`src/hw/rtl/plbl_cell.sv`:
```
`timescale 1ns / 1ps
// ----------------------------------------------------------------------------
// plbl_cell
// One table point. A search token passes through every cycle; the cell
// records itself as the left neighbor when its station lies below the query,
// or as the right neighbor when it is the first at or above it.
// ----------------------------------------------------------------------------
module plbl_cell #(
  parameter int CELL_IDX     = 0,
  parameter int TABLE_DEPTH  = 256,
  parameter int STATION_BITS = 24,
  parameter int BOUND_BITS   = 16,
  parameter int CW           = $clog2(TABLE_DEPTH + 1)
) (
  input  logic                    clk,
  input  logic                    rst_n,
  // Point count and append strobe.
  input  logic [CW-1:0]           count,
  input  logic                    wr_en,
  input  logic [STATION_BITS-1:0] wr_st,
  input  logic [BOUND_BITS-1:0]   wr_lo,
  input  logic [BOUND_BITS-1:0]   wr_up,
  // Token from the previous cell.
  input  logic                    in_vld,
  input  logic [STATION_BITS-1:0] in_s,
  input  logic                    in_have_left,
  input  logic [STATION_BITS-1:0] in_left_st,
  input  logic [BOUND_BITS-1:0]   in_left_lo,
  input  logic [BOUND_BITS-1:0]   in_left_up,
  input  logic                    in_have_right,
  input  logic [STATION_BITS-1:0] in_right_st,
  input  logic [BOUND_BITS-1:0]   in_right_lo,
  input  logic [BOUND_BITS-1:0]   in_right_up,
  // Token to the next cell.
  output logic                    out_vld,
  output logic [STATION_BITS-1:0] out_s,
  output logic                    out_have_left,
  output logic [STATION_BITS-1:0] out_left_st,
  output logic [BOUND_BITS-1:0]   out_left_lo,
  output logic [BOUND_BITS-1:0]   out_left_up,
  output logic                    out_have_right,
  output logic [STATION_BITS-1:0] out_right_st,
  output logic [BOUND_BITS-1:0]   out_right_lo,
  output logic [BOUND_BITS-1:0]   out_right_up
);

  logic [STATION_BITS-1:0] st_r;
  logic [BOUND_BITS-1:0]   lo_r;
  logic [BOUND_BITS-1:0]   up_r;
  logic                    cell_valid;
  logic                    is_left;
  logic                    is_right;

  logic                    vld_r;
  logic [STATION_BITS-1:0] s_r;
  logic                    have_left_r, have_left_nxt;
  logic [STATION_BITS-1:0] left_st_r, left_st_nxt;
  logic [BOUND_BITS-1:0]   left_lo_r, left_lo_nxt;
  logic [BOUND_BITS-1:0]   left_up_r, left_up_nxt;
  logic                    have_right_r, have_right_nxt;
  logic [STATION_BITS-1:0] right_st_r, right_st_nxt;
  logic [BOUND_BITS-1:0]   right_lo_r, right_lo_nxt;
  logic [BOUND_BITS-1:0]   right_up_r, right_up_nxt;

  // The cell holds a point when its index lies below the count.
  assign cell_valid = (CW'(CELL_IDX) < count);

  // Point storage, written by an append that targets this index.
  always_ff @(posedge clk) begin
    if (wr_en && (count == CW'(CELL_IDX))) begin
      st_r <= wr_st;
      lo_r <= wr_lo;
      up_r <= wr_up;
    end
  end

  // Neighbor selection for the passing token.
  always_comb begin
    is_left        = in_vld && cell_valid && (st_r < in_s);
    is_right       = in_vld && cell_valid && !(st_r < in_s) && !in_have_right;
    have_left_nxt  = in_have_left  | is_left;
    left_st_nxt    = is_left  ? st_r : in_left_st;
    left_lo_nxt    = is_left  ? lo_r : in_left_lo;
    left_up_nxt    = is_left  ? up_r : in_left_up;
    have_right_nxt = in_have_right | is_right;
    right_st_nxt   = is_right ? st_r : in_right_st;
    right_lo_nxt   = is_right ? lo_r : in_right_lo;
    right_up_nxt   = is_right ? up_r : in_right_up;
  end

  // Token valid bit.
  always_ff @(posedge clk) begin
    if (!rst_n) begin
      vld_r <= 1'b0;
    end else begin
      vld_r <= in_vld;
    end
  end

  // Token payload.
  always_ff @(posedge clk) begin
    s_r          <= in_s;
    have_left_r  <= have_left_nxt;
    left_st_r    <= left_st_nxt;
    left_lo_r    <= left_lo_nxt;
    left_up_r    <= left_up_nxt;
    have_right_r <= have_right_nxt;
    right_st_r   <= right_st_nxt;
    right_lo_r   <= right_lo_nxt;
    right_up_r   <= right_up_nxt;
  end

  assign out_vld        = vld_r;
  assign out_s          = s_r;
  assign out_have_left  = have_left_r;
  assign out_left_st    = left_st_r;
  assign out_left_lo    = left_lo_r;
  assign out_left_up    = left_up_r;
  assign out_have_right = have_right_r;
  assign out_right_st   = right_st_r;
  assign out_right_lo   = right_lo_r;
  assign out_right_up   = right_up_r;

endmodule

```
`config.mk`:
```
export PLATFORM = sky130hd
export DESIGN_NAME = plbl_cell
export DESIGN_NICKNAME = d
export VERILOG_FILES = /design/src/hw/rtl/plbl_cell.sv
export SDC_FILE = /design/constraint.sdc
export NUM_CORES = 1
export LEC_CHECK = 0
export ABC_CLOCK_PERIOD_IN_PS = 4800
export CORE_MARGIN = 4
export CORE_UTILIZATION = 41
export DETAILED_ROUTE_END_ITERATION = 6
export DONT_BUFFER_PORTS = 1
export PLACE_DENSITY = 0.51
export SYNTH_ARGS = -nofsm -noshare
export SYNTH_HDL_FRONTEND = slang
export SYNTH_SLANG_ARGS = --single-unit
```
`constraint.sdc`:
```
create_clock -name clk -period 4.8 [get_ports clk]
set_input_delay 0.48 -clock clk [delete_from_list [all_inputs] [get_ports clk]]
set_output_delay 0.48 -clock clk [all_outputs]
set_load 0.02 [all_outputs]
```
**After elaboration in Yosys (flattened, before gate mapping)**

Index checks and enable logic that the tools add are counted.

- Flip-flop bits (word level): 195
- Latch bits: 0
- RAM bits: 0
- ROM bits: 0
- Output and inout bits: 139
- Word-level logic and storage cells: 31
- Memories: 0

- Add/subtract/negate cells: 0
- Multipliers: 0
- Divide/modulo/power cells: 0
- $lt $le $gt $ge: 2
- Eq/ne operators: 0
- Shifts and indexed selects: 0
- Mux-type cells: 6
- Bitwise gates (word level): 2
- Reductions and logical operators: 8

Operators by type and width:

| cell | number |
|---|---|
| 16-bit 2-to-1 mux | 4 |
| 24-bit 2-to-1 mux | 2 |
| 24-bit < comparator | 1 |
| 9-bit logical NOT | 1 |
| 1-bit by 9-bit < comparator with 1-bit output, first input constant | 1 |
| 1-bit logical AND | 5 |
| 1-bit logical NOT | 2 |
| 1-bit OR | 2 |

**Depth between registers and ports, before layout**

Gate-level depths: netlist (run 1).

- Depth in word-level cells: 5
- Depth in mapped cells: 10

**Least setup slack after synthesis (run 1)**

OpenSTA, ideal clock, no wires.

- Kind: input port to flip-flop
- From: in count[4]
- To: reg lo_r[0], enable pin
- Library setup time: 470 ps
- Data arrival time: 3239 ps
- Path slack: 1091 ps
- Stages: 3
- Path through: nor4_1 > nand3_1 > nor2_1

- Word-level cells in the longest chain between the ends: 2

RTL lines:

| item | RTL line | RTL |
|---|---|---|
| start, declared | 18 | `input logic [CW-1:0] count,` |
| 9-bit logical NOT | 70 | `if (wr_en && (count == CW'(CELL_IDX))) begin` |
| 1-bit logical AND | 70 |  |
| end signal, assigned | 72 | `lo_r <= wr_lo;` |
| end, declared | 48 | `logic [BOUND_BITS-1:0] lo_r;` |

No other way between the ends.
A chain may end at the register's enable or synchronous reset.

**Worst setup path after layout (run 1)**

- From: reg st_r[5]
- To: reg left_up_r[11], in the netlist out_left_up[11]

- Word-level cells in the longest chain between the ends: 3

RTL lines:

| item | RTL line | RTL |
|---|---|---|
| start, declared | 47 | `logic [STATION_BITS-1:0] st_r;` |
| start signal, assigned | 71 | `st_r <= wr_st;` |
| 24-bit < comparator | 79 | `is_left = in_vld && cell_valid && (st_r < in_s);` |
| 1-bit logical AND | 79 |  |
| 16-bit 2-to-1 mux | 84 | `left_up_nxt = is_left ? up_r : in_left_up;` |
| net left_up_nxt[11] | 59 | `logic [BOUND_BITS-1:0] left_up_r, left_up_nxt;` |
| end signal, assigned | 106 | `left_up_r <= left_up_nxt;` |
| end, declared | 59 |  |

The timed path passes the listed nets, and every way through them passes these cells.

==> results.tsv, run 1 <==
metric	value	unit
setup_tns	0	ps
DRC	0	
Worst-Margin Slew	920	ps
most frequent cells in the layout	dfxtp_1, mux2_2, edfxtp_1, mux2_4, inv_1	
RSZ-0062 raised after global routing	false	
wire length of the first global-routing pass	21.8	mm
worst relative slew slack	38.5	%
Comb pwr share	4.0	%
hold violation count in the final report	0	
Syn Nets	642	
hold path start	in_s[7]	
mapped cell area	0.00657	mm^2
Multi-input gate area	0.00194	mm^2
register area share after synthesis	67.9	%
switching share of total power	23.7	%
final core utilization	46.6	%
CTS tree	built	
Fillers	1437	
slowest stage delay, CP	630	ps
Worst-path clk slew	70	ps
Max Clock Skew	8.03	ps
pwr/cell area	459	mW/mm^2
cts hold-fix bufs	0	
DP Wirelength	11.9	mm
diodes inserted	0	
number of max-cap violations	0	
crit-path cells	ha_1 > a21o_1 > a21o_1 > a221o_1 > a221oi_2 > nand3_4 > buf_4 > mux2_4	
Die Y-Extent	135	um
GR Overflow Total	0	
die footprint	0.0181	mm^2
Pre-antenna DRT Iters	4	
Cells after Synth	412	
r2r startpoint	st_r[5]$_DFFE_PP_	
via count	3261	
post-route ant nets	0	
crit path max fanout	38	
sequential power share	56.4	%
Yosys reg bits	195	
P&R area growth vs syn	11.9	%
commonest non-fill, non-tap cell in the layout	dfxtp_1	
clock network power share	39.6	%
GP Congestion	0.712	
deepest clock path buffer count	2	
LEAKAGE	2.98	nW
share of layout cells above drive strength 1	34.2	%
Tcrit/Tclk final	71.0	%
number of CTS-inserted buffers	17	
Routed WL	15.4	mm
Slowest cell on crit path	nand3_4	
via count of the first global-routing pass	3680	
status	finished, final reports clean	
insertion delay to the later sink of the worst-skew pair	420	ps
Critical Path Start Type	flip-flop	
total setup buffers inserted after CTS	0	
Starting Density	41.7	%
Total Routing Usage GR	16.5	%
Yosys warnings	0	
initial antenna violation count	0	
internal power	0.00257	W
I/O Buffers	0	
core footprint	0.0158	mm^2
register area	0.00446	mm^2
PostCTS Resize Cnt	0	
Arrival @ worst endpoint	3720	ps
fmax	293	MHz
wire per inst	23.6	um
Psw	0.000801	W
crit end category	flip-flop	
largest net degree at the start of global routing	39	
critical path's most frequent cell	a21o_1	
CTS sink count	195	
Iter 0 DRT Violations	97	
num rows	46	
Max Slew Vio Count	0	
CTS Root Cell	clkbuf_16	
Nets	653	
IO Count	346	
Max H-tree Level	4	
Max VDD drop	0.000247	V
chip width	135	um
Via density	5.00	
critical path class	flip-flop to flip-flop	
Netlist cell types	27	
worst setup path start	st_r[5]$_DFFE_PP_	
Tmin final	3410	ps
Hold WC Path Type	input pin to flip-flop	
Syn Area/Cell	15.9	um^2
Critical Path RT	5110	ps
final setup vio count	0	
## power groups by stage
| stage | sequential (W) | clock (W) | combinational (W) |
|---|---|---|---|
| 6_report | 0.00190 | 0.00134 | 0.000135 |
| 3_5_place_dp | 0.00194 | 0 | 0.000137 |
| 5_1_grt | 0.00191 | 0.00145 | 0.000150 |
| 4_1_cts | 0.00191 | 0.00137 | 0.000138 |
| 3_3_place_gp | 0.00194 | 0 | 0.000134 |
| 2_1_floorplan | 0.00192 | 0 | 0.000121 |
## worst max-delay path, delay by kind of cell (launching register included)
family,cells,cell delay [ps]
fa+ha+maj,1,310
flops,1,420
compound gates,4,1080
simple gates,1,630
mux,1,330
buf+inv,1,500
## path summary, 6_finish.rpt
| kind | end | slack (ps) | cells after the start |
|---|---|---|---|
| min reg2reg | out_left_lo[7]$_DFF_P_ | 500 | 1 |
| max | out_left_up[11]$_DFF_P_ | 1390 | 8 |
| max reg2reg | out_left_up[11]$_DFF_P_ | 1390 | 8 |
| min | out_s[7]$_DFF_P_ | 80 | 0 |
## metal layers
metal	vias to the layer above	GRT usage, %	share of wire (%)
met5	-	0	0
met4	0	7.13	2.2
met3	20	8.12	11
met1	1543	16.0	34
li1	1481	-	-
met2	217	29.5	53
## Yosys cell counts
cell type / count / area share (%)
a2111o_1: 1 / 0.17
a211o_1: 1 / 0.13
a21o_1: 2 / 0.23
a21oi_1: 7 / 0.53
a221o_1: 2 / 0.30
a221oi_2: 1 / 0.23
and2_1: 1 / 0.095
and3_1: 1 / 0.095
buf_2: 3 / 0.23
buf_4: 6 / 0.69
buf_6: 3 / 0.51
dfxtp_1: 139 / 42
edfxtp_1: 56 / 26
ha_1: 23 / 4.4
inv_1: 25 / 1.4
mux2_2: 83 / 14
mux2_4: 29 / 6.6
nand2_1: 7 / 0.40
nand2b_1: 2 / 0.19
nand3_1: 4 / 0.30
nand4_1: 3 / 0.29
nor2_1: 6 / 0.34
nor3_1: 1 / 0.076
nor4_1: 1 / 0.095
o21ai_0: 2 / 0.15
o21bai_1: 2 / 0.23
or3_1: 1 / 0.095
## sequential cells by signal, summed over array words and instances, names as in the netlist
register and count:
out_left_st 24, out_right_up 16, lo_r 16, out_right_st 24
out_left_up 16, st_r 24, out_s 24, out_right_lo 16
out_vld 1, out_left_lo 16, up_r 16, out_have_right 1
out_have_left 1
## logic make-up after synthesis
group | share of synthesized area [%]
buffers and inverters | 2.86
DFF | 67.9
muxes | 20.9
AOI/OAI and AO/OA | 1.98
adders and majority gates | 4.38
and+or+nand+nor | 1.98
## layout make-up
class	instances	share of cell area [%]
repair buffers	4	0.408
well taps	216	3.67
inverters	25	1.28
clock inverters	15	1.79
multi-input cells	180	26.4
clock buffers	17	5.78
flip-flops and latches	195	60.7
## per-stage QoR
stage	hold slack [ps]	instance area [um^2]	setup slack (ps)	cells	power, W
2_1_floorplan	472	6570	1090	412	0.00205
3_3_place_gp	481	6800	1280	620	0.00208
3_5_place_dp	490	6800	1260	620	0.00208
4_1_cts	53.3	7350	1320	652	0.00342
5_1_grt	43.1	7350	1150	652	0.00351
6_report	76.6	7350	1390	652	0.00338
No activity file was read; power rests on OpenSTA's default activity.
==> inputs of run 2 (changes only) <==
ABC_CLOCK_PERIOD_IN_PS = 3400   (was 4800)
clock period = 3.4 ns   (was 4.8 ns; I/O delays follow)
==> run 2 against run 1 <==
Against the previous run: first-iteration DRC count grew 97%; register-to-register slack worse by 890 ps; cell count increased by 13%; largest cell class unchanged; hold slack got worse by 48 ps; routed wire length rose by 7.0%; flip-flop and latch count unchanged; clock power is 51% higher; sequential power is 42% higher; highest routed layer is now met5; via count up 11%.
==> results.tsv, run 2 (same netlist as run 1, synthesis figures left out) <==
metric	value	unit
GP Congestion	0.703	
via count	3623	
Max Slew Vio Count	0	
Max Clock Skew	8.10	ps
share of layout cells above drive strength 1	29.5	%
IO Count	346	
commonest non-fill, non-tap cell in the layout	dfxtp_1	
fmax	345	MHz
wire length of the first global-routing pass	24.2	mm
Total Routing Usage GR	18.0	%
Via density	4.92	
CTS Root Cell	clkbuf_16	
P&R area growth vs syn	25.5	%
hold violation count in the final report	0	
Tcrit/Tclk final	85.3	%
Tmin final	2900	ps
CTS tree	built	
crit end category	flip-flop	
DRC	0	
DP Wirelength	12.2	mm
chip width	135	um
Max VDD drop	0.000309	V
number of CTS-inserted buffers	17	
Critical Path Start Type	flip-flop	
LEAKAGE	3.35	nW
critical path class	flip-flop to flip-flop	
post-route ant nets	0	
most frequent cells in the layout	dfxtp_1, mux2_2, dlygate4sd3_1, edfxtp_1, mux2_4	
Nets	736	
Iter 0 DRT Violations	191	
Critical Path RT	3710	ps
final core utilization	52.3	%
Arrival @ worst endpoint	3210	ps
Routed WL	16.4	mm
deepest clock path buffer count	2	
initial antenna violation count	2	
pwr/cell area	604	mW/mm^2
wire per inst	22.3	um
total setup buffers inserted after CTS	0	
Starting Density	41.7	%
largest net degree at the start of global routing	33	
worst relative slew slack	59.7	%
num rows	46	
insertion delay to the later sink of the worst-skew pair	420	ps
Die Y-Extent	135	um
Fillers	1330	
GR Overflow Total	0	
die footprint	0.0181	mm^2
final setup vio count	0	
crit path max fanout	27	
I/O Buffers	0	
Worst-path clk slew	70	ps
RSZ-0062 raised after global routing	false	
core footprint	0.0158	mm^2
Worst-Margin Slew	604	ps
Hold WC Path Type	input pin to flip-flop	
Max H-tree Level	4	
via count of the first global-routing pass	3932	
number of max-cap violations	0	
status	finished, final reports clean	
setup_tns	0	ps
CTS sink count	195	
Pre-antenna DRT Iters	4	
[run 2: cell count changes in the layout (fill, tap and decap cells not counted), sizes merged]
cell	change
dlygate4sd3	+81
buf	+2
clkinv	-2
bufinv	+1
clkbuf	+1
clkinvlp	+1
diode	+1
inv	-1
[run 2: critical path: stages, from the launching register on]
cell      delay, ps
edfxtp_1        410
ha_1            310
a21o_1          160
a21o_1          170
a221o_1         370
a221oi_2        370
or3_2           230
buf_4           360
mux2_2          390
[run 2: final timing paths]
path / start / endpoint / slack [ps] / depth (start not counted)
setup / recovery: st_r[5]$_DFFE_PP_ / out_right_lo[12]$_DFF_P_ / 500 / 8
hold / removal: in_have_right / out_have_right$_DFF_P_ / 30 / 1
setup reg to reg: st_r[5]$_DFFE_PP_ / out_right_lo[12]$_DFF_P_ / 500 / 8
hold reg to reg: up_r[14]$_DFFE_PP_ / out_left_up[14]$_DFF_P_ / 500 / 1
[run 2: area by class of cell]
class / instances / area, um^2 / share of cell area (%)
antenna: 1 / 2.50 / 0.0304
clock buffer: 18 / 429 / 5.21
clock inverter: 14 / 175 / 2.13
inverter: 25 / 93.8 / 1.14
multi-input combinational: 180 / 1940 / 23.5
sequential: 195 / 4460 / 54.2
tap: 216 / 270 / 3.28
timing repair buffer: 87 / 868 / 10.5
[run 2: per-layer routing]
layer	part of all wire (%)	wire, um	track usage [%]	vias up
met1	35	5730	18.7	1748
met3	11	1730	8.05	16
met4	0.90	148	5.94	2
met2	54	8800	32.2	208
li1	-	-	-	1649
met5	0.12	19	0	-
[run 2: through the flow]
stage               setup WS [ps]  cells  instance area [um^2]  hold WS, ps  power [W]
floorplan                     757    412                  6570          368    0.00289
global placement              532    622                  6830          368    0.00294
detailed placement            461    622                  6830          368    0.00294
CTS                           451    735                  8240         1.80    0.00504
global route                  322    735                  8240         3.94    0.00518
finish                        498    736                  8240         28.4    0.00498
[run 2: where the power goes]
part	leakage (nW)	switching, W	internal (W)	total, W
sequential	1.68	0.000189	0.00250	0.00269
clock	0.281	0.000909	0.00111	0.00202
combinational	1.40	0.0000917	0.000182	0.000273
total	3.35	0.00119	0.00379	0.00498
[run 2: repair_timing]
item | 4_1_cts | 5_1_grt
endpoints found under the hold margin | 81 | 0
gates resized for setup | 0 | 0
hold buffers | 81 | 0
==> inputs of run 3 (changes only) <==
ABC_AREA = 0   (was unset)
RECOVER_POWER = 100   (was unset)
REMOVE_ABC_BUFFERS = 1   (was unset)
==> run 3 against run 2 <==
Against the previous run: the flow now finishes with violations (max-capacitance violations, max-slew violations); non-clock buffer count did not move; via count decreased by 1.4%; utilization down 0.37 points; clock-buffer cell count rose by 1; highest routed layer unchanged; die area stayed put.
==> results.tsv, run 3 (same netlist as run 1, synthesis figures left out) <==
metric	value	unit
wire per inst	22.3	um
most frequent cells in the layout	dfxtp_1, mux2_2, dlygate4sd3_1, edfxtp_1, mux2_1	
internal power	0.00395	W
Fillers	1382	
via count	3574	
commonest non-fill, non-tap cell in the layout	dfxtp_1	
number of CTS-inserted buffers	17	
Max Slew Vio Count	37	
Psw	0.00116	W
placed insts	622	
share of layout cells above drive strength 1	23.3	%
switching share of total power	22.7	%
post-route ant nets	0	
CTS tree	built	
RSZ-0062 raised after global routing	false	
Critical Path RT	3710	ps
Iter 0 DRT Violations	161	
Worst-Margin Slew	2170	ps
Critical Path Start Type	flip-flop	
I/O Buffers	0	
final setup vio count	0	
Pre-antenna DRT Iters	4	
Max H-tree Level	4	
Tcrit/Tclk final	87.5	%
PostCTS Resize Cnt	0	
insertion delay to the later sink of the worst-skew pair	430	ps
num rows	46	
Worst Slack Setup Final	426	ps
critical path class	flip-flop to flip-flop	
Worst-path clk slew	70	ps
die footprint	0.0181	mm^2
wire length of the first global-routing pass	23.8	mm
setup_tns	0	ps
LEAKAGE	3.25	nW
crit path max fanout	26	
Hold WC Path Type	input pin to flip-flop	
P&R area growth vs syn	24.6	%
setup slack at placement	440	ps
chip width	135	um
DP Wirelength	11.8	mm
Routed WL	16.4	mm
Final Non-Filler Cells	736	
CTS Root Cell	clkbuf_16	
CTS sink count	195	
Tmin final	2970	ps
number of max-cap violations	1	
cts hold-fix bufs	81	
IO Count	346	
worst relative slew slack	-44.5	%
clock network power share	42.6	%
Starting Density	41.7	%
Via density	4.86	
total setup buffers inserted after CTS	0	
fmax	336	MHz
Total Routing Usage GR	17.6	%
Max VDD drop	0.000325	V
final core utilization	51.9	%
core footprint	0.0158	mm^2
pwr/cell area	625	mW/mm^2
DRC	0	
Nets	736	
status	complete, but fails checks	
failing checks	max-capacitance violations, max-slew violations	
Die Y-Extent	135	um
Arrival @ worst endpoint	3290	ps
largest net degree at the start of global routing	37	
GP Congestion	0.744	
sequential power share	52.5	%
deepest clock path buffer count	2	
Comb pwr share	4.9	%
Max Clock Skew	14.0	ps
GR Overflow Total	0	
crit end category	flip-flop	
via count of the first global-routing pass	4039	
hold violation count in the final report	0	
initial antenna violation count	2	
-- run 3: routing by layer --
| metal | part of all wire (%) | track usage [%] |
|---|---|---|
| met1 | 35 | 17.7 |
| met2 | 53 | 31.9 |
| met3 | 9.0 | 7.27 |
| met4 | 2.3 | 7.75 |
| met5 | 0.079 | 0 |
-- run 3: path summary, 6_finish.rpt --
kind	start	endpoint	slack, ps	cells after the start
worst max-delay path	st_r[5]$_DFFE_PP_	out_right_up[10]$_DFF_P_	430	8
worst min register to register	lo_r[4]$_DFFE_PP_	out_left_lo[4]$_DFF_P_	480	1
worst min-delay path	in_have_right	out_have_right$_DFF_P_	20	1
worst max register to register	st_r[5]$_DFFE_PP_	out_right_up[10]$_DFF_P_	430	8
-- run 3: per-stage QoR --
stage / area (um^2) / hold WS, ps / total power (W)
global placement: 6840 / 368 / 0.00294
detailed placement: 6840 / 368 / 0.00294
floorplan: 6480 / 368 / 0.00289
CTS: 8300 / 0.619 / 0.00518
finish: 8180 / 17.2 / 0.00511
global route: 8180 / 14.6 / 0.00529
-- run 3: critical path: stages (launching register included) --
cell	delay [ps]
edfxtp_1	420
ha_1	320
a21o_1	160
a21o_1	180
a221o_1	370
a221oi_2	380
or3_2	400
buf_12	250
mux2_2	350
-- run 3: power by group through the flow --
stage | Clock, W | Sequential (W) | Combinational (W)
2_1_floorplan | 0 | 0.00272 | 0.000173
4_1_cts | 0.00222 | 0.00269 | 0.000276
3_3_place_gp | 0 | 0.00274 | 0.000192
6_report | 0.00218 | 0.00269 | 0.000250
5_1_grt | 0.00232 | 0.00269 | 0.000276
3_5_place_dp | 0 | 0.00274 | 0.000196
-- run 3: layout make-up --
| type | count | area, um^2 | area share, % |
|---|---|---|---|
| inverters | 25 | 93.8 | 1.15 |
| diodes | 1 | 2.50 | 0.0306 |
| multi-input cells | 180 | 1830 | 22.4 |
| repair buffers | 87 | 873 | 10.7 |
| clock inverters | 13 | 195 | 2.38 |
| well taps | 216 | 270 | 3.30 |
| clock buffers | 19 | 454 | 5.55 |
| flip-flops and latches | 195 | 4460 | 54.5 |
