## src/hw/rtl/plbl_pkg.sv

```systemverilog
`timescale 1ns / 1ps
// ----------------------------------------------------------------------------
// plbl_pkg
// Shared codes, constants and state types of the piecewise-linear bound
// lookup block.
// ----------------------------------------------------------------------------
package plbl_pkg;

  // Command codes of an input beat. The last code is unused; it changes nothing but still returns an OK result beat.
  localparam logic [1:0] CMD_CLEAR  = 2'd0;
  localparam logic [1:0] CMD_APPEND = 2'd1;
  localparam logic [1:0] CMD_QUERY  = 2'd2;
  localparam logic [1:0] CMD_UNUSED = 2'd3;

  // Status codes of a result beat.
  localparam logic [2:0] ST_OK    = 3'd0;
  localparam logic [2:0] ST_LOW   = 3'd1;
  localparam logic [2:0] ST_HIGH  = 3'd2;
  localparam logic [2:0] ST_EMPTY = 3'd3;
  localparam logic [2:0] ST_FULL  = 3'd4;
  localparam logic [2:0] ST_ORDER = 3'd5;

  // Interpolation weight is Q0.16.
  localparam int WEIGHT_BITS = 16;
  localparam int WEIGHT_HALF = 32768;

  // Top-level sequencer states.
  typedef enum logic [1:0] {
    TOP_IDLE,
    TOP_SEARCH,
    TOP_INTERP
  } top_state_t;

  // Interpolator states.
  typedef enum logic [2:0] {
    IP_IDLE,
    IP_DIV,
    IP_MUL_LO,
    IP_MUL_UP,
    IP_ADD_UP,
    IP_DONE
  } ip_state_t;

endpackage

```

## src/hw/rtl/plbl_interp.sv

```systemverilog
`timescale 1ns / 1ps
// ----------------------------------------------------------------------------
// plbl_interp
// Serial restoring divider for the Q0.16 weight, followed by one shared
// multiplier that blends the lower and then the upper bound.
// ----------------------------------------------------------------------------
module plbl_interp #(
  parameter int STATION_BITS = 24,
  parameter int BOUND_BITS   = 16
) (
  input  logic                    clk,
  input  logic                    rst_n,
  input  logic                    start,
  input  logic [STATION_BITS-1:0] s,
  input  logic [STATION_BITS-1:0] left_st,
  input  logic [BOUND_BITS-1:0]   left_lo,
  input  logic [BOUND_BITS-1:0]   left_up,
  input  logic [STATION_BITS-1:0] right_st,
  input  logic [BOUND_BITS-1:0]   right_lo,
  input  logic [BOUND_BITS-1:0]   right_up,
  output logic                    done,
  output logic [BOUND_BITS-1:0]   lo_out,
  output logic [BOUND_BITS-1:0]   up_out
);

  localparam int WB = plbl_pkg::WEIGHT_BITS;
  localparam int PW = BOUND_BITS + WB + 2;
  localparam int KW = $clog2(WB);

  plbl_pkg::ip_state_t state_r, state_nxt;
  logic [KW-1:0]           cnt_r, cnt_nxt;
  logic [STATION_BITS-1:0] span_r, span_nxt;
  logic [STATION_BITS-1:0] rem_r, rem_nxt;
  logic [WB-1:0]           q_r, q_nxt;
  logic [BOUND_BITS-1:0]   a_lo_r, a_lo_nxt, b_lo_r, b_lo_nxt;
  logic [BOUND_BITS-1:0]   a_up_r, a_up_nxt, b_up_r, b_up_nxt;
  logic signed [PW-1:0]    prod_r, prod_nxt;
  logic [BOUND_BITS-1:0]   lo_r, lo_nxt, up_r, up_nxt;

  logic [STATION_BITS:0]   rem2;
  logic                    qbit;
  logic signed [BOUND_BITS:0] diff;
  logic [BOUND_BITS-1:0]   a_sel, b_sel;
  logic signed [PW-1:0]    rnd;
  logic [BOUND_BITS-1:0]   step;

  // State register.
  always_ff @(posedge clk) begin
    if (!rst_n) begin
      state_r <= plbl_pkg::IP_IDLE;
    end else begin
      state_r <= state_nxt;
    end
  end

  // Datapath registers.
  always_ff @(posedge clk) begin
    cnt_r  <= cnt_nxt;
    span_r <= span_nxt;
    rem_r  <= rem_nxt;
    q_r    <= q_nxt;
    a_lo_r <= a_lo_nxt;
    b_lo_r <= b_lo_nxt;
    a_up_r <= a_up_nxt;
    b_up_r <= b_up_nxt;
    prod_r <= prod_nxt;
    lo_r   <= lo_nxt;
    up_r   <= up_nxt;
  end

  // One quotient bit per cycle; the remainder stays below the span.
  assign rem2 = {rem_r, 1'b0};
  assign qbit = (rem2 >= {1'b0, span_r});

  // Shared multiplier: (b - a) * w, and rounding of the held product.
  assign a_sel = (state_r == plbl_pkg::IP_MUL_LO) ? a_lo_r : a_up_r;
  assign b_sel = (state_r == plbl_pkg::IP_MUL_LO) ? b_lo_r : b_up_r;
  assign diff  = $signed({b_sel[BOUND_BITS-1], b_sel}) -
                 $signed({a_sel[BOUND_BITS-1], a_sel});
  assign rnd   = prod_r + PW'(plbl_pkg::WEIGHT_HALF);
  assign step  = rnd[BOUND_BITS+WB-1:WB];

  // Next state and datapath control.
  always_comb begin
    state_nxt = state_r;
    cnt_nxt   = cnt_r;
    span_nxt  = span_r;
    rem_nxt   = rem_r;
    q_nxt     = q_r;
    a_lo_nxt  = a_lo_r;
    b_lo_nxt  = b_lo_r;
    a_up_nxt  = a_up_r;
    b_up_nxt  = b_up_r;
    prod_nxt  = prod_r;
    lo_nxt    = lo_r;
    up_nxt    = up_r;
    done      = 1'b0;
    unique case (state_r)
      plbl_pkg::IP_IDLE: begin
        if (start) begin
          span_nxt  = right_st - left_st;
          rem_nxt   = s - left_st;
          q_nxt     = '0;
          cnt_nxt   = '0;
          a_lo_nxt  = left_lo;
          b_lo_nxt  = right_lo;
          a_up_nxt  = left_up;
          b_up_nxt  = right_up;
          state_nxt = plbl_pkg::IP_DIV;
        end
      end
      plbl_pkg::IP_DIV: begin
        rem_nxt = qbit ? STATION_BITS'(rem2 - {1'b0, span_r}) : rem2[STATION_BITS-1:0];
        q_nxt   = {q_r[WB-2:0], qbit};
        cnt_nxt = cnt_r + 1'b1;
        if (cnt_r == KW'(WB - 1)) begin
          state_nxt = plbl_pkg::IP_MUL_LO;
        end
      end
      plbl_pkg::IP_MUL_LO: begin
        prod_nxt  = diff * $signed({1'b0, q_r});
        state_nxt = plbl_pkg::IP_MUL_UP;
      end
      plbl_pkg::IP_MUL_UP: begin
        lo_nxt    = a_lo_r + step;
        prod_nxt  = diff * $signed({1'b0, q_r});
        state_nxt = plbl_pkg::IP_ADD_UP;
      end
      plbl_pkg::IP_ADD_UP: begin
        up_nxt    = a_up_r + step;
        state_nxt = plbl_pkg::IP_DONE;
      end
      plbl_pkg::IP_DONE: begin
        done      = 1'b1;
        state_nxt = plbl_pkg::IP_IDLE;
      end
      default: begin
        state_nxt = plbl_pkg::IP_IDLE;
      end
    endcase
  end

  assign lo_out = lo_r;
  assign up_out = up_r;

  // Checks.
  a_start_idle: assert property (@(posedge clk) disable iff (!rst_n)
    start |-> state_r == plbl_pkg::IP_IDLE) else $error("start while busy");
  a_rem_below_span: assert property (@(posedge clk) disable iff (!rst_n)
    state_r == plbl_pkg::IP_DIV |-> rem_r < span_r) else $error("remainder overflow");
  a_done_pulse: assert property (@(posedge clk) disable iff (!rst_n)
    done |=> !done) else $error("done held");

endmodule

```

## config.mk

```make
export PLATFORM = sky130hd
export DESIGN_NAME = plbl_interp
export DESIGN_NICKNAME = d
export VERILOG_FILES = /design/src/hw/rtl/plbl_pkg.sv /design/src/hw/rtl/plbl_interp.sv
export SDC_FILE = /design/constraint.sdc
export NUM_CORES = 1
export LEC_CHECK = 0
export BUFFER_PORTS_ARGS = -buffer_cell sky130_fd_sc_hd__buf_2
export CAP_MARGIN = 15
export CORE_MARGIN = 10
export CORE_UTILIZATION = 55
export DETAILED_ROUTE_END_ITERATION = 8
export GPL_TIMING_DRIVEN = 1
export HOLD_SLACK_MARGIN = 0.15
export PLACE_DENSITY_LB_ADDON = 0.15
export SLEW_MARGIN = 5
export SYNTH_ARGS = -nofsm -noshare
export SYNTH_HDL_FRONTEND = slang
export SYNTH_SLANG_ARGS = --single-unit
```

## constraint.sdc

```tcl
create_clock -name clk -period 24.8 [get_ports clk]
set_input_delay 1.24 -clock clk [delete_from_list [all_inputs] [get_ports clk]]
set_output_delay 1.24 -clock clk [all_outputs]
set_load 0.05 [all_outputs]
```

======== Yosys cells after proc, flatten, opt, wreduce, memory -nomap -nowiden ========
Index checks and enable logic that the tools add are counted.
word-level totals
  register bits ........................... 199
  bits in latches ......................... 0
  RAM bits ................................ 0
  ROM bits ................................ 0
  input port bits ......................... 139
  word-level logic and storage cells ...... 49
  memories kept ........................... 0
cells by class
  $add $sub $neg .......................... 8
  multiply operators ...................... 1
  div/mod/pow operators ................... 0
  order comparisons ....................... 1
  equal/unequal tests ..................... 8
  shift operators ......................... 0
  muxes and demuxes ....................... 13
  bitwise gates (word level) .............. 0
  reductions and logical operators ........ 6
operators with widths
  operator                                         number
  subtractor 24 bit                                3
  2-to-1 mux 16 bit                                3
  2-to-1 mux 24 bit                                2
  one-hot mux 24 bit (2 select lines)              1
  adder 16 bit                                     2
  adder 32 x 17 -> 32 bit (second input constant)  1
  multiplier 17 x 17 -> 32 bit                     1
  one-hot mux 16 bit (2 select lines)              1
  >= comparator 25 x 24 -> 1 bit                   1
  subtractor 16 x 16 -> 17 bit                     1
  one-hot mux 3 bit (5 select lines)               1
  one-hot mux 4 bit (2 select lines)               1
  == test 3 x 2 -> 1 bit (second input constant)   2
  == test 3 bit (second input constant)            2
  2-to-1 mux 3 bit                                 2
  AND reduction 2 bit                              3
  adder 4 x 1 -> 4 bit (second input constant)     1
  == test 4 bit (second input constant)            1
  2-to-1 mux 4 bit                                 1
  inequality test 2 bit (second input constant)    2
  == test 3 x 1 -> 1 bit (second input constant)   1
  logical NOT 3 bit                                1
  nonzero test 2 bit                               1
  OR reduction 2 bit                               1
  2-to-1 mux 1 bit                                 1

======== Logic depth before layout (Yosys ltp) ========
Gate-level depths: netlist of the first run.
  depth after elaboration ................. 4
  gate-level depth with buffers ........... 40

======== Worst setup path after synthesis of the first run ========
Ideal clock, no wire load.
  path kind ............................... input to register
  start point ............................. input start
  end point ............................... register cnt_r[0] (enable)
  data arrival time ....................... 11718 ps
  data required time ...................... 24418 ps
  setup slack ............................. 12700 ps
  stages on the path ...................... 2
  buffers on the path ..................... 0
  cell sequence ........................... nor4b_1 -> or2_2
on the way
  longest elaborated chain between the ends .. 2
ends and longest elaborated chain
  element                          line               RTL
  from (decl)                      plbl_interp.sv:13  input logic start,
  inequality test 2 bit (no line)  n/a
  AND reduction 2 bit (no line)    n/a
  to (signal assigned)             plbl_interp.sv:58  cnt_r <= cnt_nxt;
  to (decl)                        plbl_interp.sv:31  logic [KW-1:0] cnt_r, cnt_nxt;
No other way between the ends.
A chain may end at the register's enable or synchronous reset.

======== Final worst setup path of the first run ========
  start point ............................. register state_r[1]
  end point ............................... register prod_r[28], data pin
on the way
  longest elaborated chain between the ends .. 4
ends and longest elaborated chain
  element                               line                                                     RTL
  from (decl)                           plbl_interp.sv:30                                        plbl_pkg::ip_state_t state_r, state_nxt;
  from (signal assigned)                plbl_interp.sv:50                                        state_r <= plbl_pkg::IP_IDLE;
  from (signal assigned)                plbl_interp.sv:52                                        state_r <= state_nxt;
  == test 3 x 2 -> 1 bit (*)            plbl_interp.sv:76, plbl_interp.sv:77, plbl_interp.sv:98
  2-to-1 mux 16 bit (on tied branches)  plbl_interp.sv:77, plbl_interp.sv:76
  subtractor 16 x 16 -> 17 bit (*)      plbl_interp.sv:78                                        assign diff = $signed({b_sel[BOUND_BITS-1], b_sel}) -
  multiplier 17 x 17 -> 32 bit (*)      plbl_interp.sv:121, plbl_interp.sv:126
  to (signal assigned)                  plbl_interp.sv:66                                        prod_r <= prod_nxt;
  to (decl)                             plbl_interp.sv:37                                        logic signed [PW-1:0] prod_r, prod_nxt;
Mark *: on every way between the ends. The rest lies on a longest branch, timed or not.

==> impl_results.md, run 1 <==
* Status: finished clean
* Flops & latches, synth at roughly 180
* Input/output buffers at ~170
* HPWL after DPL at ~41,000 um
* Simple-gate share of the synthesized area at 12.95%
* Worst-Margin Slew at 1.110 ns
* First-pass DRT Iterations at 5
* Number of antenna repair diodes at 0
* Core Region at 38,830 um^2
* Crit-path slowest cell: or3b_2
* ANT nets after route at 0
* Worst-path maximum fanout at 31
* Post-synthesis compound-gate area fraction at roughly 8.7%
* Xor and xnor fraction of the mapped netlist area at ~6.2%
* Gr ovfl total at 0
* Max_cap viols at 0
* DR WL/cell at about 18 um
* Crit Path Category: register to register
* Mapped cell area at roughly 22,000 um^2
* Clock-pin slew on the worst setup and hold paths at around 0.07 ns
* Synthesis-to-layout area growth at 9.262%
* Max clock buf depth at 2
* Critical path startpoint category: register
* Vias per std cell at 5.429
* Post-synth ARST share at 0%
* Final Hold Vio Count at 0
* Mapped Avg Cell Area at around 10 um^2
* Worst Path Required at about 25 ns
* Setup TNS at 0 ns
* Crit share post-route at about two fifths
* Synth cell types at 67
* Via count at approximately 16,000
* Mux contribution to synthesized area at under 10%
* Syn nets at roughly 2,800
* Total Nets Final at a little under 3,000
* Residual DRC at 0
* Die H at 218.5 um
* CTS sink count at 184
* Gpl congestion at 0.8950
* Largest cells by area after synthesis: edfxtp_1 25%, fa_1 25%, ha_1 11%
* Cells after Synth at 2,180
* CTS buffer count at 17
* # hold bufs at CTS at 0
* Combinational family with the most area after synthesis: adder cells
* Register area share after synthesis at around 25%
* Initial Util at between 50 and 60%
* Number of global-route vias before repair at around 16,000
* Worst rel slew slack at a little over a quarter
* WL final at 51,200 um
* 1st-iter DRT viols at 1,108
* Layout cells sized above 1 at between 10% and 20%
* Main synth FF type: edfxtp_1
* Max Fclk at ~100 MHz
* Top cell type by total area after synthesis: edfxtp_1
* Setup bufs post-CTS at 0
* Final setup violation count at 0
* Minimum clock period at roughly 10 ns
* Ports at 172
* RSZ-0062 raised after global routing: false
* Filler cells at ~3,300
* Antenna violations before repair at 0
* Row cnt at 72
* Largest stage delay, worst path at ~0.65 ns
* Die Footprint at between 40,000 and 50,000 um^2
* GRT Total Usage at approximately 22%
* Clock skew at around 0.01 ns
* Warnings, synthesis at 0
* CTS tree: done
* Chip width at approximately 220 um
* Root buf cell: clkbuf_16
* Clk Latency, worst-skew pair at around 0.45 ns
* Crit. End Element: register
* Slew Viols, Final at 0
* H-Tree Depth at 4
* Adder-Cell Fraction of Synth Area at 36.16%
* Largest net degree at the start of global routing at 66
* Most frequent cell on the critical path: fa_1
* Number of flops mapped to enable cells by yosys at 181
* Critical Path AT at roughly 10 ns
* First-pass GRT wire length at ~84,000 um
* Path type of the worst min-delay path: register to register
* CTS resizes at 0
* Top-area cell type share of the netlist area at between 20 and 30%
==> flip-flops by register name (all words and copies together), names as in the netlist <==
signal   count
span_r      24
b_lo_r      16
cnt_r        4
up_out      16
a_lo_r      16
a_up_r      16
state_r      3
b_up_r      16
prod_r      17
lo_out      16
q_r         16
rem_r       24
==> cells in the mapped netlist (5+ instances only) <==
cell      instances
o21a_1            9
and2_1          144
o21ai_1           8
edfxtp_1        181
o21bai_1         17
a41oi_1           5
nor2b_1          38
nor2_1           72
and3_1           15
o21ai_0          49
a21oi_1          95
ha_1            199
or3_1             7
inv_1           416
nand4_1           8
a311oi_1          5
clkbuf_1         48
a31oi_1           9
buf_1             5
nand2b_1         12
o31a_1            6
mux2i_1          29
fa_1            267
nand3_1          31
or2_2             5
xor2_1           44
nand2_1         197
nor3_1           21
a211oi_1         10
mux2_2           16
xnor2_1         110
a21o_1           33
==> critical path: cells and delay by family (launching register included) <==
| kind | cells | cell delay, ns |
|---|---|---|
| AO/OA/AOI/OAI | 10 | 2.30 |
| adder cells (fa/ha/maj) | 8 | 3.57 |
| buffers and inverters | 6 | 0.91 |
| flip-flops | 1 | 0.44 |
| multiplexers | 1 | 0.42 |
| AND/OR/NAND/NOR | 11 | 2.09 |
==> cell families after synthesis <==
group                      Yosys count
adders and majority gates          466
xor gates and xnor gates           154
and+or+nand+nor                    563
buffers and inverters              471
AOI/OAI and AO/OA                  293
muxes                               49
DFF                                184
==> cells in the final DEF, fill, tap and decap left out, types with 5 or more instances in the layout <==
| master | synthesis | final |
|---|---|---|
| a41oi_1 | 5 | 5 |
| buf_4 | 0 | 21 |
| a211oi_1 | 10 | 10 |
| a21o_1 | 33 | 33 |
| o21ai_1 | 8 | 8 |
| buf_2 | 1 | 171 |
| or2_2 | 5 | 5 |
| o21ai_0 | 49 | 49 |
| inv_1 | 416 | 416 |
| o21a_1 | 9 | 9 |
| ha_1 | 199 | 199 |
| xor2_1 | 44 | 43 |
| o31a_1 | 6 | 6 |
| edfxtp_1 | 181 | 181 |
| a21oi_1 | 95 | 95 |
| a311oi_1 | 5 | 5 |
| nand3_1 | 31 | 31 |
| o21bai_1 | 17 | 17 |
| a31oi_1 | 9 | 9 |
| nand2_1 | 197 | 197 |
| nor2b_1 | 38 | 36 |
| nor3_1 | 21 | 21 |
| or3_1 | 7 | 7 |
| nand2b_1 | 12 | 12 |
| mux2i_1 | 29 | 29 |
| and3_1 | 15 | 15 |
| clkbuf_16 | 0 | 17 |
| nor2_1 | 72 | 72 |
| fa_1 | 267 | 267 |
| and2_1 | 144 | 144 |
| nand4_1 | 8 | 8 |
| xnor2_1 | 110 | 110 |
| mux2_2 | 16 | 16 |
==> worst paths after layout <==
path / startpoint / end / slack [ns] / depth (start not counted)
setup reg to reg: state_r[1] / prod_r[28] / 14.81 / 36
hold / removal: cnt_r[0] / cnt_r[0] / 0.62 / 1
setup / recovery: state_r[1] / prod_r[28] / 14.81 / 36
hold reg to reg: cnt_r[0] / cnt_r[0] / 0.62 / 1
==> routing by layer <==
layer  vias to the layer above  GRT usage [%]  part of all wire (%)
li1                       7367              -                     -
met2                       438          35.78                    47
met3                        45          3.702                   6.3
met5                         -              0                     0
met1                      7715          29.99                    45
met4                         0          5.091                   1.5
==> per-stage QoR <==
| stage | cell area [um^2] | cells | hold slack, ns | worst slack, ns | util (%) |
|---|---|---|---|---|---|
| 3_3_place_gp | 23140 | 2835 | 0.5897 | 14.98 | 59.61 |
| 4_1_cts | 23680 | 2867 | 0.6161 | 14.79 | 60.98 |
| 6_report | 23680 | 2867 | 0.6179 | 14.81 | 60.98 |
| 3_5_place_dp | 23140 | 2835 | 0.6061 | 14.82 | 59.61 |
| 5_1_grt | 23680 | 2867 | 0.6433 | 14.00 | 60.98 |
| 2_1_floorplan | 21670 | 2180 | 0.5204 | 12.70 | - |
==> cell type report <==
| class | instances | area (um^2) | area share [%] |
|---|---|---|---|
| sequential | 184 | 5495 | 23.21 |
| inverter | 416 | 1562 | 6.595 |
| multi-input combinational | 1525 | 14430 | 60.93 |
| clock buffer | 19 | 432.9 | 1.828 |
| timing repair buffer | 192 | 1013 | 4.280 |
| tap | 518 | 648.1 | 2.737 |
| clock inverter | 13 | 98.84 | 0.4175 |
Power of run 1 is not shown: default switching activity piles up to over one toggle a cycle in this logic, so the estimate is an artifact.
==> run 2, diff against run 1 <==
- clock period: 24.8 -> 8.36 ns (I/O delays scaled with it)
==> run 2 against run 1 <==
  * The flow now finishes with violations (setup timing)
  * First-iteration DRC count fell by 14%
  * Hold slack got worse by 0.45 ns
  * Global-route usage increased by 0.32 points
  * Non-clock buffer count grew 102
  * Cell count is 3.6% higher
  * Wire length is 3.0% higher
  * Clock skew up 0.0027 ns
  * Via count is 2.5% higher
  * Cell area rose by 6.8%
  * Critical path depth fell by 1
==> impl_results.md, run 2 (synthesized netlist as in run 1, its figures left out) <==
* Status: complete, but fails checks
* Failing checks: setup timing
* Crit share post-route at 100.5% (+60 points)
* First-pass DRT Iterations at 5 (unchanged)
* Total Nets Final at 3,045 (+3.5%)
* DR WL/cell at 17.75 um (-0.60%)
* Crit. End Element: register
* Max_cap viols at 0 (unchanged)
* Place WS at -0.1908 ns (-15.01 ns)
* ANT nets after route at 0 (unchanged)
* Die H at 218.5 um (unchanged)
* Clock-pin slew on the worst setup and hold paths at 0.07 ns (about the same)
* Final Hold Vio Count at 0 (unchanged)
* Filler cells at 3,128 (-6.3%)
* Antenna violations before repair at 0 (unchanged)
* Most common cell after layout, fill and taps aside: inv_1
* Crit-path slowest cell: fa_1
* Most frequent cell on the critical path: fa_1
* Crit Path Category: register to register
* Biggest regs: rem_r: 24 flops, span_r: 24 flops, prod_r: 17 flops
* Metal-1 WL at 21,790 um (-5.9%)
* Root buf cell: clkbuf_16
* Chip width at 218.5 um (unchanged)
* Sequential cell area at 5500 um^2 (about the same)
* Top routing layer used: met4
* Vias per std cell at 5.372 (-1.0%)
* GRT Total Usage at 22.25% (+0.32 points)
* Critical path startpoint category: register
* First-pass GRT wire length at 85,480 um (+2.0%)
* Final core occ at 65.10% (+4.1 points)
* Worst-Margin Slew at 1.154 ns (+0.04416 ns)
* Commonest cells after routing, fill and taps aside: 409 x inv_1, 260 x fa_1, 192 x nand2_1
* Gpl congestion at 0.9074 (+1.4%)
* Clk Latency, worst-skew pair at 0.46 ns (about the same)
* Number of antenna repair diodes at 0 (unchanged)
* Final WS setup at -0.04256 ns (-14.85 ns)
* Multi-input logic area at 15,000 um^2 (+4.0%)
* Row cnt at 72 (unchanged)
* Minimum clock period at 8.403 ns (-1.586 ns)
* Core Region at 38,830 um^2 (unchanged)
* CTS tree: done
* Residual DRC at 0 (unchanged)
* Max clock buf depth at 2 (unchanged)
* Worst rel slew slack at 23.09% (-2.9 points)
* Final setup violation count at 2 (+2)
* Largest stage delay, worst path at 0.53 ns (-0.12 ns)
* Path type of the worst min-delay path: primary input to register
* Worst Path Required at 8.55 ns (-16.45 ns)
* RSZ-0062 raised after global routing: true
* CTS buffer count at 17 (unchanged)
* H-Tree Depth at 4 (unchanged)
* Routed wl met2 at 27,190 um (+13%)
* Gr ovfl total at 0 (unchanged)
* CTS sink count at 184 (unchanged)
* Input/output buffers at 171 (unchanged)
* HPWL after DPL at 40,530 um (about the same)
* Via count at 15,960 (+2.5%)
* Max Fclk at 119.0 MHz (+19%)
* Layout cells sized above 1 at 15.82% (+5.0 points)
* Largest net degree at the start of global routing at 65 (-1.5%)
* Critical Path AT at 8.60 ns (-1.59 ns)
* Synthesis-to-layout area growth at 16.64%
* Clock skew at 0.01269 ns (+0.002743 ns)
* WL final at 52,720 um (+3.0%)
* Ports at 172 (unchanged)
* Die Footprint at 47,740 um^2 (unchanged)
* Initial Util at 55.81% (unchanged)
* Met3 WL at 2599 um (-20%)
* Slew Viols, Final at 0 (unchanged)
* Number of global-route vias before repair at 17,330 (+5.2%)
* 1st-iter DRT viols at 949 (-14%)
* Worst-path maximum fanout at 4 (-87%)
* Setup TNS at -0.06179 ns (-0.06179 ns)
* Fin Hold WS at 0.1693 ns (-0.4486 ns)
## run 2: cell types whose count changed in the layout (fill, tap and decap cells not counted), moves of 10 or more
cell,change
a21oi_1,-13
a21oi_2,+10
buf_4,+41
ha_4,+11
ha_1,-13
dlygate4sd3_1,+57
## run 2: worst max-delay path, delay by kind of cell (launching register included)
kind / cells / cell delay (ns)
AND/OR/NAND/NOR: 7 / 1.16
XOR/XNOR: 2 / 0.18
flip-flops: 1 / 0.34
AO/OA/AOI/OAI: 10 / 2.03
adder cells (fa/ha/maj): 9 / 3.86
multiplexers: 1 / 0.15
buffers and inverters: 6 / 0.39
## run 2: layer usage
metal  vias to the layer above  track usage [%]
met5                         -                0
met4                         0            6.318
met3                        71            3.273
met2                       385            39.93
met1                      7909            27.19
li1                       7590                -
## run 2: area by class of cell
type	instances	share of cell area (%)
multi-input combinational	1527	59.35
sequential	184	21.76
timing repair buffer	294	7.851
inverter	416	6.188
tap	518	2.564
clock buffer	19	1.713
clock inverter	12	0.5742
## run 2: timing repair
item                       4_1_cts  5_1_grt
hold endpoints to repair        55        2
cloned                           0        3
pin swaps                       12       26
setup buffers                    3       17
hold buffers                    55        2
resized for setup               15       52
setup endpoints to repair        8       13
## run 2: stage by stage
| stage | instances | area (um^2) |
|---|---|---|
| 3_5_place_dp | 2859 | 23570 |
| 6_report | 2970 | 25280 |
| 4_1_cts | 2948 | 24820 |
| 2_1_floorplan | 2180 | 21940 |
| 3_3_place_gp | 2859 | 23570 |
| 5_1_grt | 2970 | 25280 |
## run 2: path summary, 6_finish.rpt
check | to | slack (ns) | startpoint | cells past startpoint
hold reg to reg | cnt_r[0] | 0.60 | cnt_r[0] | 1
hold / removal | a_lo_r[3] | 0.17 | left_lo[3] | 1
setup / recovery | prod_r[30] | -0.04 | state_r[1] | 35
setup reg to reg | prod_r[30] | -0.04 | state_r[1] | 35
Power of run 2 is left out for the same reason.
==> run 3, diff against run 2 <==
- CORE_ASPECT_RATIO: not set -> 1.75
==> run 3 against run 2 <==
  * The run still ends with setup timing left
  * Core utilization rose by 0.37 points
  * Maximum frequency fell by 0.54%
  * Flip-flop and latch count did not move
  * Register-to-register slack got worse by 0.05 ns
  * Sequential share of layout area fell by 0.24 points
  * Hold slack got worse by 0.00060 ns
  * Cell area rose by 1.1%
  * Die area rose by 0.66%
==> impl_results.md, run 3 (synthesized netlist as in run 1, its figures left out) <==
* Status: complete, but fails checks
* Failing checks: setup timing
* ANT nets after route at 0 (unchanged)
* Setup TNS at -0.2861 ns (-0.2243 ns)
* CTS buffer count at 17 (unchanged)
* Die H at 282.6 um (+29%)
* Antenna violations before repair at 2 (+2)
* Place WS at -0.1720 ns (+0.01880 ns)
* CTS tree: done
* Placed cell area at 23,830 um^2 (+1.1%)
* Max Fclk at 118.4 MHz (-0.54%)
* H-Tree Depth at 4 (unchanged)
* First-pass DRT Iterations at 5 (unchanged)
* Vias per std cell at 5.461 (+1.7%)
* Ports at 172 (unchanged)
* Number of global-route vias before repair at 17,970 (+3.7%)
* Max_cap viols at 0 (unchanged)
* Biggest regs: rem_r: 24 flops, span_r: 24 flops, prod_r: 17 flops
* Worst Path Required at 8.57 ns (+0.02 ns)
* Core Region at 39,040 um^2 (+0.54%)
* Crit-path slowest cell: fa_1
* Final core occ at 65.47% (+0.37 points)
* Final Hold Vio Count at 0 (unchanged)
* Slew Viols, Final at 0 (unchanged)
* Residual DRC at 0 (unchanged)
* Crit. End Element: register
* Clock skew at 0.01387 ns (+0.001172 ns)
* Final WS setup at -0.08810 ns (-0.04554 ns)
* First-pass GRT wire length at 88,620 um (+3.7%)
* Largest stage delay, worst path at 0.58 ns (+0.05 ns)
* Worst-Margin Slew at 1.101 ns (-0.05256 ns)
* Row cnt at 96 (+33%)
* HPWL after DPL at 45,040 um (+11%)
* Via count at 16,310 (+2.2%)
* Largest net degree at the start of global routing at 65 (unchanged)
* Most common cell after layout, fill and taps aside: inv_1
* Worst rel slew slack at 26.59% (+3.5 points)
* CTS sink count at 184 (unchanged)
* Critical Path AT at 8.66 ns (+0.06 ns)
* GRT Total Usage at 23.53% (+1.3 points)
* Gr ovfl total at 0 (unchanged)
* Path type of the worst min-delay path: primary input to register
* Most frequent cell on the critical path: fa_1
* Layout cells sized above 1 at 17.55% (+1.7 points)
* Crit share post-route at 101.1% (+0.54 points)
* Die Footprint at 48,050 um^2 (+0.66%)
* Gpl congestion at 0.9302 (+2.5%)
* Final design area excluding fillers at 25,560 um^2 (+1.1%)
* Clock-pin slew on the worst setup and hold paths at 0.07 ns (about the same)
* Input/output buffers at 171 (unchanged)
* Root buf cell: clkbuf_16
* Chip width at 170.0 um (-22%)
* 1st-iter DRT viols at 766 (-19%)
* Critical path startpoint category: register
* DR WL/cell at 18.71 um (+5.4%)
* Crit Path Category: register to register
* Total Nets Final at 3,088 (+1.4%)
* Initial Util at 55.51% (-0.30 points)
* Max clock buf depth at 2 (unchanged)
* Synthesis-to-layout area growth at 17.95%
* Clk Latency, worst-skew pair at 0.47 ns (about the same)
* WL final at 55,860 um (+6.0%)
* Commonest cells after routing, fill and taps aside: 403 x inv_1, 253 x fa_1, 191 x nand2_1
* Number of antenna repair diodes at 0 (unchanged)
* Worst-path maximum fanout at 7 (+3)
* RSZ-0062 raised after global routing: true
* Final setup violation count at 4 (+2)
* Minimum clock period at 8.448 ns (+0.04554 ns)
-- run 3: cell count changes in the layout (fill, tap and decap cells not counted), sizes merged --
cell,before,now
buf,236,275
dlygate4sd3,57,63
clkinvlp,1,4
clkinv,5,3
inv,420,422
a31o,5,4
bufinv,2,1
clkbuf,20,19
xnor2,111,110
-- run 3: final timing paths --
path	start	end	slack, ns	depth (start not counted)
worst min-delay path	right_up[8]	b_up_r[8]	0.17	1
worst max-delay path	state_r[1]	prod_r[30]	-0.09	36
worst max register to register	state_r[1]	prod_r[30]	-0.09	36
worst min register to register	cnt_r[0]	cnt_r[0]	0.60	1
-- run 3: worst max-delay path: cells and delay by family (launching register included) --
family,cells,cell delay [ns]
xor gates and xnor gates,1,0.08
DFF,1,0.34
adders and majority gates,8,3.54
muxes,1,0.18
and+or+nand+nor,7,0.79
AOI/OAI and AO/OA,12,2.66
buffers and inverters,7,0.61
-- run 3: what timing repair did --
item	CTS	global route
resized for setup	10	73
hold buffers	63	0
gates cloned	0	1
endpoints found under the hold margin	63	0
setup endpoints to repair	8	12
pin swaps	2	65
buffers inserted	2	14
-- run 3: layout make-up --
| class | instances | area [um^2] |
|---|---|---|
| Clock buffer | 18 | 429.2 |
| Inverter | 416 | 1562 |
| Clock inverter | 14 | 140.1 |
| Multi-Input combinational cell | 1525 | 14960 |
| Timing Repair Buffer | 339 | 2351 |
| Tap cell | 490 | 613.1 |
| Sequential cell | 184 | 5500 |
| Fill cell | 3040 | 13480 |
-- run 3: per-layer routing --
| layer | vias up | global-route usage (%) | wire (um) | part of all wire [%] |
|---|---|---|---|---|
| li1 | 7666 | - | - | - |
| met2 | 451 | 47.12 | 31850 | 57 |
| met4 | 4 | 11.92 | 2662 | 4.8 |
| met5 | - | 0 | 26 | 0.047 |
| met3 | 146 | 3.381 | 2140 | 3.8 |
| met1 | 8041 | 22.26 | 19190 | 34 |
-- run 3: stage by stage --
step,hold WS (ns),instances
5_1_grt,0.1590,2986
2_1_floorplan,0.4925,2180
3_3_place_gp,0.5941,2874
6_report,0.1687,2986
3_5_place_dp,0.5875,2874
4_1_cts,0.1545,2971
Power of run 3 is left out for the same reason.
